===== src/sv/rpla_pkg.sv =====
// shared constants, types and helpers for the reward-penalty learning automaton
`default_nettype none
package rpla_pkg;

   localparam int NUM_ACTIONS = 16;
   localparam int IDX_W = $clog2(NUM_ACTIONS);
   localparam int PROB_W = 16;
   localparam int RATE_W = 16;
   localparam int CNT_W = 32;
   localparam int CSR_IDX_W = 2;

   localparam logic [PROB_W-1:0] PROB_RESET = PROB_W'(65536 / NUM_ACTIONS);
   localparam logic [RATE_W-1:0] REWARD_RATE_RESET = 16'd4096;
   localparam logic [RATE_W-1:0] PENALTY_RATE_RESET = 16'd4096;
   localparam logic [RATE_W-1:0] PENALTY_SHARE_RESET = 16'd273;
   localparam logic [IDX_W-1:0] LAST_ACTION = IDX_W'(NUM_ACTIONS - 1);

   typedef logic [IDX_W-1:0] action_type;

   typedef enum logic [CSR_IDX_W-1:0] {
      REG_REWARD_RATE   = 2'd0,
      REG_PENALTY_RATE  = 2'd1,
      REG_PENALTY_SHARE = 2'd2
   } reg_index_type;

   typedef enum logic [3:0] {
      S_IDLE  = 4'b0001,
      S_SWEEP = 4'b0010,
      S_DRAIN = 4'b0100,
      S_LOAD  = 4'b1000
   } state_type;

   typedef struct packed {
      logic       start;
      logic       issue;
      action_type addr;
      logic       load;
   } cmd_type;

   typedef struct packed {
      logic pass_done;
      logic out_busy;
   } status_type;

   function automatic logic [3:0] low_index(input action_type idx);
      logic [IDX_W+3:0] wide;
      wide = {4'b0000, idx};
      return wide[3:0];
   endfunction

endpackage
`default_nettype wire


===== src/sv/rpla_if.sv =====
// handshake channel interfaces for requests, responses and register writes
`default_nettype none
interface rpla_req_if;
   logic valid;
   logic ready;
   logic is_penalty;
   modport source (output valid, output is_penalty, input ready);
   modport sink (input valid, input is_penalty, output ready);
endinterface

interface rpla_rsp_if;
   logic       valid;
   logic       ready;
   logic [3:0] action_index;
   logic [15:0] action_probability;
   logic       was_reward;
   logic       convex;
   modport source (output valid, output action_index, output action_probability,
                   output was_reward, output convex, input ready);
   modport sink (input valid, input action_index, input action_probability,
                 input was_reward, input convex, output ready);
endinterface

interface rpla_csr_if;
   logic        valid;
   logic        ready;
   logic [1:0]  index;
   logic [15:0] data;
   modport source (output valid, output index, output data, input ready);
   modport sink (input valid, input index, input data, output ready);
endinterface
`default_nettype wire


===== src/sv/rpla_ctrl.sv =====
// sequencer: accepts a beat, sweeps the probability memory, loads the result
`default_nettype none
module rpla_ctrl
   import rpla_pkg::*;
(
   input  wire logic       clock,
   input  wire logic       reset,
   input  wire logic       req_valid,
   output logic            req_ready,
   output cmd_type         cmd,
   input  wire status_type status
);

   state_type  state_ff, state_in;
   action_type cnt_ff, cnt_in;

   always_comb begin
      state_in = state_ff;
      cnt_in = cnt_ff;
      req_ready = 1'b0;
      cmd = '0;
      unique case (state_ff)
         S_IDLE: begin
            req_ready = 1'b1;
            if (req_valid) begin
               cmd.start = 1'b1;
               cnt_in = '0;
               state_in = S_SWEEP;
            end
         end
         S_SWEEP: begin
            cmd.issue = 1'b1;
            cmd.addr = cnt_ff;
            if (cnt_ff == LAST_ACTION) begin
               state_in = S_DRAIN;
            end else begin
               cnt_in = cnt_ff + 1'b1;
            end
         end
         S_DRAIN: begin
            if (status.pass_done) begin
               state_in = S_LOAD;
            end
         end
         S_LOAD: begin
            if (!status.out_busy) begin
               cmd.load = 1'b1;
               state_in = S_IDLE;
            end
         end
         default: begin
            state_in = S_IDLE;
         end
      endcase
   end

   always_ff @(posedge clock) begin
      if (reset) begin
         state_ff <= S_IDLE;
         cnt_ff <= '0;
      end else begin
         state_ff <= state_in;
         cnt_ff <= cnt_in;
      end
   end

endmodule
`default_nettype wire


===== src/sv/rpla_datapath.sv =====
// counters, action register, probability memory, update pipeline and result register
`default_nettype none
module rpla_datapath
   import rpla_pkg::*;
(
   input  wire logic    clock,
   input  wire logic    reset,
   input  wire cmd_type cmd,
   output status_type   status,
   input  wire logic    req_is_penalty,
   rpla_csr_if.sink     csr,
   rpla_rsp_if.source   rsp
);

   logic [RATE_W-1:0] reward_rate_ff, penalty_rate_ff, penalty_share_ff;
   logic [CNT_W-1:0]  succ_ff, fail_ff, succ_inc, fail_inc;
   action_type        action_ff;
   logic              penalty_ff;
   logic              up;

   logic [PROB_W-1:0]      mem [NUM_ACTIONS];
   logic [NUM_ACTIONS-1:0] valid_ff;
   logic [PROB_W-1:0]      rd_data_ff;
   logic                   rd_vld_ff;
   logic                   a_valid_ff;
   action_type             a_addr_ff;

   logic [PROB_W-1:0]   p_a;
   logic                cur_a;
   logic [PROB_W:0]     x_a;
   logic [RATE_W-1:0]   rate_a;
   logic [2*PROB_W:0]   prod_a;

   logic                b_valid_ff, b_cur_ff;
   action_type          b_addr_ff;
   logic [PROB_W-1:0]   b_p_ff;
   logic [PROB_W:0]     b_sc_ff;

   logic [PROB_W-1:0]   new_p, diff_p;
   logic [PROB_W:0]     sum_p;
   logic [PROB_W-1:0]   prev1_ff, prev2_ff, sel_p_ff;
   logic                convex_ff;

   logic                rsp_valid_ff, rsp_reward_ff, rsp_convex_ff;
   logic [3:0]          rsp_index_ff;
   logic [PROB_W-1:0]   rsp_prob_ff;

   assign csr.ready = 1'b1;

   // register writes
   always_ff @(posedge clock) begin
      if (reset) begin
         reward_rate_ff <= REWARD_RATE_RESET;
         penalty_rate_ff <= PENALTY_RATE_RESET;
         penalty_share_ff <= PENALTY_SHARE_RESET;
      end else if (csr.valid) begin
         unique case (reg_index_type'(csr.index))
            REG_REWARD_RATE:   reward_rate_ff <= csr.data;
            REG_PENALTY_RATE:  penalty_rate_ff <= csr.data;
            REG_PENALTY_SHARE: penalty_share_ff <= csr.data;
            default: ;
         endcase
      end
   end

   // counters and action move
   assign succ_inc = (&succ_ff) ? succ_ff : succ_ff + 1'b1;
   assign fail_inc = (&fail_ff) ? fail_ff : fail_ff + 1'b1;
   assign up = req_is_penalty ? (succ_ff < fail_inc) : (succ_inc > fail_ff);

   always_ff @(posedge clock) begin
      if (reset) begin
         succ_ff <= '0;
         fail_ff <= '0;
         action_ff <= '0;
         penalty_ff <= 1'b0;
      end else if (cmd.start) begin
         penalty_ff <= req_is_penalty;
         if (req_is_penalty) begin
            fail_ff <= fail_inc;
         end else begin
            succ_ff <= succ_inc;
         end
         if (up && action_ff != LAST_ACTION) begin
            action_ff <= action_ff + 1'b1;
         end else if (action_ff != '0) begin
            action_ff <= action_ff - 1'b1;
         end
      end
   end

   // memory read stage
   always_ff @(posedge clock) begin
      rd_data_ff <= mem[cmd.addr];
      rd_vld_ff <= valid_ff[cmd.addr];
      a_addr_ff <= cmd.addr;
   end

   // multiply stage
   assign p_a = rd_vld_ff ? rd_data_ff : PROB_RESET;
   assign cur_a = (a_addr_ff == action_ff);
   assign x_a = (!penalty_ff && cur_a) ? ((PROB_W+1)'(65536) - {1'b0, p_a}) : {1'b0, p_a};
   assign rate_a = penalty_ff ? penalty_rate_ff : reward_rate_ff;
   assign prod_a = {{(PROB_W+1){1'b0}}, rate_a} * {{PROB_W{1'b0}}, x_a};

   always_ff @(posedge clock) begin
      b_cur_ff <= cur_a;
      b_addr_ff <= a_addr_ff;
      b_p_ff <= p_a;
      b_sc_ff <= prod_a[2*PROB_W:PROB_W];
   end

   // update and write-back stage
   assign diff_p = b_p_ff - b_sc_ff[PROB_W-1:0];
   assign sum_p = {1'b0, diff_p} + {1'b0, penalty_share_ff};

   always_comb begin
      if (!penalty_ff) begin
         if (b_cur_ff) begin
            new_p = b_p_ff + b_sc_ff[PROB_W-1:0];
         end else begin
            new_p = diff_p;
         end
      end else if (b_cur_ff) begin
         new_p = diff_p;
      end else begin
         new_p = sum_p[PROB_W] ? {PROB_W{1'b1}} : sum_p[PROB_W-1:0];
      end
   end

   always_ff @(posedge clock) begin
      if (b_valid_ff) begin
         mem[b_addr_ff] <= new_p;
      end
   end

   always_ff @(posedge clock) begin
      if (reset) begin
         valid_ff <= '0;
         a_valid_ff <= 1'b0;
         b_valid_ff <= 1'b0;
      end else begin
         a_valid_ff <= cmd.issue;
         b_valid_ff <= a_valid_ff;
         if (b_valid_ff) begin
            valid_ff[b_addr_ff] <= 1'b1;
         end
      end
   end

   // convexity check on the written stream
   always_ff @(posedge clock) begin
      if (cmd.start) begin
         convex_ff <= 1'b1;
      end else if (b_valid_ff) begin
         if (b_addr_ff >= IDX_W'(2) &&
             ({1'b0, new_p} + {1'b0, prev2_ff}) < {prev1_ff, 1'b0}) begin
            convex_ff <= 1'b0;
         end
         prev2_ff <= prev1_ff;
         prev1_ff <= new_p;
         if (b_cur_ff) begin
            sel_p_ff <= new_p;
         end
      end
   end

   assign status.pass_done = b_valid_ff && (b_addr_ff == LAST_ACTION);
   assign status.out_busy = rsp_valid_ff && !rsp.ready;

   // result register
   always_ff @(posedge clock) begin
      if (reset) begin
         rsp_valid_ff <= 1'b0;
      end else if (cmd.load) begin
         rsp_valid_ff <= 1'b1;
      end else if (rsp.ready) begin
         rsp_valid_ff <= 1'b0;
      end
   end

   always_ff @(posedge clock) begin
      if (cmd.load) begin
         rsp_index_ff <= low_index(action_ff);
         rsp_prob_ff <= sel_p_ff;
         rsp_reward_ff <= !penalty_ff;
         rsp_convex_ff <= convex_ff;
      end
   end

   assign rsp.valid = rsp_valid_ff;
   assign rsp.action_index = rsp_index_ff;
   assign rsp.action_probability = rsp_prob_ff;
   assign rsp.was_reward = rsp_reward_ff;
   assign rsp.convex = rsp_convex_ff;

endmodule
`default_nettype wire


===== src/sv/reward_penalty_learning_automaton_core.sv =====
// top level of the reward-penalty learning automaton
// Each request beat is one environment response (reward or penalty). The core bumps the
// matching saturating counter, moves the current action at most one step, then rewrites all
// NUM_ACTIONS Q0.16 probabilities through a single 16x17 multiplier, one memory read per
// cycle, checking convexity of the new vector as it is written. One response beat follows
// each request. A request passes through the accept state, the sweep over the single read
// port of the probability memory, a drain of the read and multiply stages and the load of
// the response register. A finished response waits in its own register while the next
// request is taken; the next request then holds in its load cycle until that response beat
// is taken.
// Register writes are accepted every cycle.
`default_nettype none
module reward_penalty_learning_automaton_core
   import rpla_pkg::*;
(
   input  wire logic   clock,
   input  wire logic   reset,
   rpla_req_if.sink    req_chan,
   rpla_rsp_if.source  rsp_chan,
   rpla_csr_if.sink    csr_chan
);

   cmd_type    cmd;
   status_type status;

   rpla_ctrl u_ctrl (
      .clock     (clock),
      .reset     (reset),
      .req_valid (req_chan.valid),
      .req_ready (req_chan.ready),
      .cmd       (cmd),
      .status    (status)
   );

   rpla_datapath u_datapath (
      .clock          (clock),
      .reset          (reset),
      .cmd            (cmd),
      .status         (status),
      .req_is_penalty (req_chan.is_penalty),
      .csr            (csr_chan),
      .rsp            (rsp_chan)
   );

endmodule
`default_nettype wire


===== src/flat_wrapper.sv =====
// flat-port wrapper written by rule: the top's interface ports become plain ports
module reward_penalty_learning_automaton_core_flat import rpla_pkg::*;
  (clock, reset, req_chan_valid, req_chan_is_penalty, req_chan_ready, rsp_chan_valid, rsp_chan_action_index, rsp_chan_action_probability, rsp_chan_was_reward, rsp_chan_convex, rsp_chan_ready, csr_chan_valid, csr_chan_index, csr_chan_data, csr_chan_ready);
  rpla_req_if req_chan_i ();
  rpla_rsp_if rsp_chan_i ();
  rpla_csr_if csr_chan_i ();
  input  wire logic clock;
  input  wire logic reset;
  input wire logic [$bits(req_chan_i.valid)-1:0] req_chan_valid;
  input wire logic [$bits(req_chan_i.is_penalty)-1:0] req_chan_is_penalty;
  output wire logic [$bits(req_chan_i.ready)-1:0] req_chan_ready;
  output wire logic [$bits(rsp_chan_i.valid)-1:0] rsp_chan_valid;
  output wire logic [$bits(rsp_chan_i.action_index)-1:0] rsp_chan_action_index;
  output wire logic [$bits(rsp_chan_i.action_probability)-1:0] rsp_chan_action_probability;
  output wire logic [$bits(rsp_chan_i.was_reward)-1:0] rsp_chan_was_reward;
  output wire logic [$bits(rsp_chan_i.convex)-1:0] rsp_chan_convex;
  input wire logic [$bits(rsp_chan_i.ready)-1:0] rsp_chan_ready;
  input wire logic [$bits(csr_chan_i.valid)-1:0] csr_chan_valid;
  input wire logic [$bits(csr_chan_i.index)-1:0] csr_chan_index;
  input wire logic [$bits(csr_chan_i.data)-1:0] csr_chan_data;
  output wire logic [$bits(csr_chan_i.ready)-1:0] csr_chan_ready;
  assign req_chan_i.valid = req_chan_valid;
  assign req_chan_i.is_penalty = req_chan_is_penalty;
  assign req_chan_ready = req_chan_i.ready;
  assign rsp_chan_valid = rsp_chan_i.valid;
  assign rsp_chan_action_index = rsp_chan_i.action_index;
  assign rsp_chan_action_probability = rsp_chan_i.action_probability;
  assign rsp_chan_was_reward = rsp_chan_i.was_reward;
  assign rsp_chan_convex = rsp_chan_i.convex;
  assign rsp_chan_i.ready = rsp_chan_ready;
  assign csr_chan_i.valid = csr_chan_valid;
  assign csr_chan_i.index = csr_chan_index;
  assign csr_chan_i.data = csr_chan_data;
  assign csr_chan_ready = csr_chan_i.ready;
  reward_penalty_learning_automaton_core u_core (.clock(clock), .reset(reset), .req_chan(req_chan_i), .rsp_chan(rsp_chan_i), .csr_chan(csr_chan_i));
endmodule

===== config.mk =====
export PLATFORM = sky130hd
export DESIGN_NAME = reward_penalty_learning_automaton_core_flat
export DESIGN_NICKNAME = d
export VERILOG_FILES = /design/src/sv/rpla_pkg.sv /design/src/sv/rpla_if.sv /design/src/sv/rpla_ctrl.sv /design/src/sv/rpla_datapath.sv /design/src/sv/reward_penalty_learning_automaton_core.sv /design/src/flat_wrapper.sv
export SDC_FILE = /design/constraint.sdc
export NUM_CORES = 2
export LEC_CHECK = 0
export ABC_AREA = 1
export BUFFER_PORTS_ARGS = -buffer_cell sky130_fd_sc_hd__buf_4
export CAP_MARGIN = 20
export CORE_MARGIN = 2
export CORE_UTILIZATION = 54
export CTS_CLUSTER_SIZE = 12
export DETAILED_ROUTE_END_ITERATION = 6
export PLACE_DENSITY = 0.8
export SLEW_MARGIN = 20
export SYNTH_ARGS = -nofsm -noshare
export SYNTH_HDL_FRONTEND = slang
export SYNTH_SLANG_ARGS = --single-unit

===== constraint.sdc =====
create_clock -name clock -period 9.2 [get_ports clock]
set_input_delay 2.3 -clock clock [delete_from_list [all_inputs] [get_ports clock]]
set_output_delay 2.3 -clock clock [all_outputs]
set_load 0.01 [all_outputs]

==> summary.md <==
| Metric | Value |
|---|---|
| Final cell count without fillers | `4736` |
| Synthesis warning total | `0` |
| Final instance area | `0.0377 mm2` |
| Worst path slowest cell | `dfxtp_1` |
| Placed Instances | `4639` |
| Final Slew Violations | `0` |
| Top-Level Pins | `49` |
| Overall Power | `9.44 mW` |
| Final Cycle Share | `0.855` |
| Core Area | `0.0632 mm2` |
| # port buffers | `47` |
| Post-DP HPWL | `63700 um` |
| Longest Clk Path Bufs | `3` |
| Largest area contributor in the netlist | `edfxtp_1` |
| Leak | `16.3 nW` |
| Area grow syn2layout | `8.82%` |
| Final Critical Period | `7.86 ns` |
| GRT Overall Usage | `0.274` |
| Clk Latency, worst-skew pair | `0.63 ns` |
| Top Registers | `u_core.u_datapath.mem: 256 flops, u_core.u_datapath.fail_ff: 32 flops, u_core.u_datapath.succ_ff: 32 flops` |
| Hold Fails Final Rpt | `0` |
| Row count | `92` |
| Dominant synthesized flop cell | `edfxtp_1` |
| Die height | `257 um` |
| Worst Path Arrival | `8.32 ns` |
| Largest Register | `u_core.u_datapath.mem` |
| RSZ-0062 raised after global routing | `false` |
| Crit path max fanout | `16` |
| Initial DRC count | `2652` |
| Post-Synthesis Cells | `3822` |
| Fillers | `5295` |
| Synth Cell Area | `0.0346 mm2` |
| Clock sink total | `529` |
| Vias | `27.0k` |
| Antenna viol nets, final | `0` |
| Power per standard cell area | `251 mW/mm2` |
| Actual slew at the worst max-slew pin | `1.17 ns` |
| WP buf/inv | `7` |
| Syn_area_per_cell | `9.06 um2` |
| Final Wtd Congestion | `0.948` |
| Initial antenna violation count | `2` |
| Fin util | `0.596` |
| Syn_nets | `4302` |
| Relative slew slack | `0.218` |
| Register area | `0.0139 mm2` |
| Count leader, synth | `inv_1` |
| Resize count post-CTS | `0` |
| Post-synth EDFFs | `326` |
| Overflow after GRT | `0` |
| Multi-input logic area | `0.0181 mm2` |
| Number of antenna diodes | `0` |
| Max-cap viol count | `0` |
| Post-synth cell types | `69` |
| Largest delay share family, worst path | `adder cells` |
| Drt drc | `0` |
| Number of flip-flops in the largest register | `256` |
| # H-tree levels | `2` |
| Die area | `0.0661 mm2` |
| DR pass1 iterations | `5` |
| Die width | `257 um` |
| VDD IR-drop max | `0.192 mV` |
| Share of layout cells above drive strength 1 | `0.0676` |
| Slowest stage delay, CP | `0.74 ns` |
| CTS root buffer | `clkbuf_16` |
| Crit start category | `register` |
| Post CTS Setup Buffer Count | `0` |
| Main area contributors after synthesis | `edfxtp_1 28%, fa_1 12%, dfxtp_1 12%` |
| Status | `completed` |
| CTS tree | `yes` |
| Reg clk slew, reported paths | `0.06 ns` |
| Largest net degree at the start of global routing | `95` |
| Num CTS Buffers | `52` |
| Seq cells post-synth | `529` |
| Starting density of the core | `0.548` |
| Yosys top cell area share | `0.283` |
| Post-layout nets | `4327` |
| Sequential fraction of the synthesis area | `0.400` |
| Finish-stage setup viols | `0` |
| WL/cell | `19.0 um` |
| Worst Clk Skew | `0.0517 ns` |
| Synth async-reset ratio | `0` |
| Max Freq | `0.127 GHz` |
| First-pass GRT wire length | `144000 um` |
| Critical Path RT | `9.66 ns` |
| Vias in the first global route | `26.5k` |
| Post-CTS Hold Buffers | `0` |
| Placement Cell Area | `0.0360 mm2` |
| Worst min-delay path category | `register to register` |
| Fin Setup TNS | `0 ns` |
| Vias per cell | `5.69` |
| WS Path Type | `register to register` |
| Worst Setup End Kind | `register` |
| Final wirelength | `90000 um` |
| Top cells by count, synth | `585 x inv_1, 578 x nand2_1, 433 x nor2_1` |
-- per-stage QoR --
stage	hold slack (ns)	setup WS, ns
final	0.379	1.34
after global routing	0.367	0.833
after CTS	0.367	1.38
after detailed placement	0.361	1.47
after global placement	0.360	1.58
after floorplan	0.344	2.21
-- cell families after synthesis --
| logic type | synth area share |
|---|---|
| xor+xnor | 0.0309 |
| compound gates | 0.131 |
| buf+inv | 0.0809 |
| other cells | 0.000108 |
| fa+ha+maj | 0.211 |
| flops | 0.400 |
| simple gates | 0.146 |
-- layer usage --
metal	up-vias	wire length, um	GRT usage
met4	2	3100	0.0953
li1	12600	-	-
met1	13000	37600	0.375
met3	213	7580	0.0441
met2	1079	41700	0.443
met5	-	13	0
-- cell type report --
cell class / instances / area share
Timing Repair Buffer: 104 / 0.0209
Inverter: 604 / 0.0603
Multi-Input combinational cell: 2556 / 0.480
Clock inverter: 9 / 0.00392
Sequential cell: 529 / 0.368
Tap cell: 846 / 0.0281
Clock buffer: 88 / 0.0389
-- power by group --
group | internal (mW) | total, mW | leakage (nW) | switching (mW)
sequential | 2.93 | 3.01 | 4.59 | 0.0777
combinational | 1.44 | 4.39 | 10.9 | 2.95
clock | 1.12 | 2.04 | 0.765 | 0.920
total | 5.49 | 9.44 | 16.3 | 3.95
-- path summary, 6_finish.rpt --
kind	startpoint	endpoint	slack [ns]	depth (start not counted)
max reg2reg	u_core.u_datapath.rd_vld_ff	u_core.u_datapath.b_sc_ff[11]	1.34	32
min	u_core.u_datapath.a_addr_ff[2]	u_core.u_datapath.b_addr_ff[2]	0.38	0
max	u_core.u_datapath.rd_vld_ff	u_core.u_datapath.b_sc_ff[11]	1.34	32
min reg2reg	u_core.u_datapath.a_addr_ff[2]	u_core.u_datapath.b_addr_ff[2]	0.38	0
-- placed cells by master, fill, tap and decap left out, types with 52 or more instances in the layout --
cell type  count
a21oi_1      164
buf_4        103
clkbuf_16     52
dfxtp_1      202
edfxtp_1     326
fa_1         211
ha_1         245
inv_1        582
nand2_1      578
nand3_1       68
nor2_1       421
o211ai_1      71
o21ai_0      287
o21bai_1      68
xor2_1       104
Power figures use the tool's default switching activity.
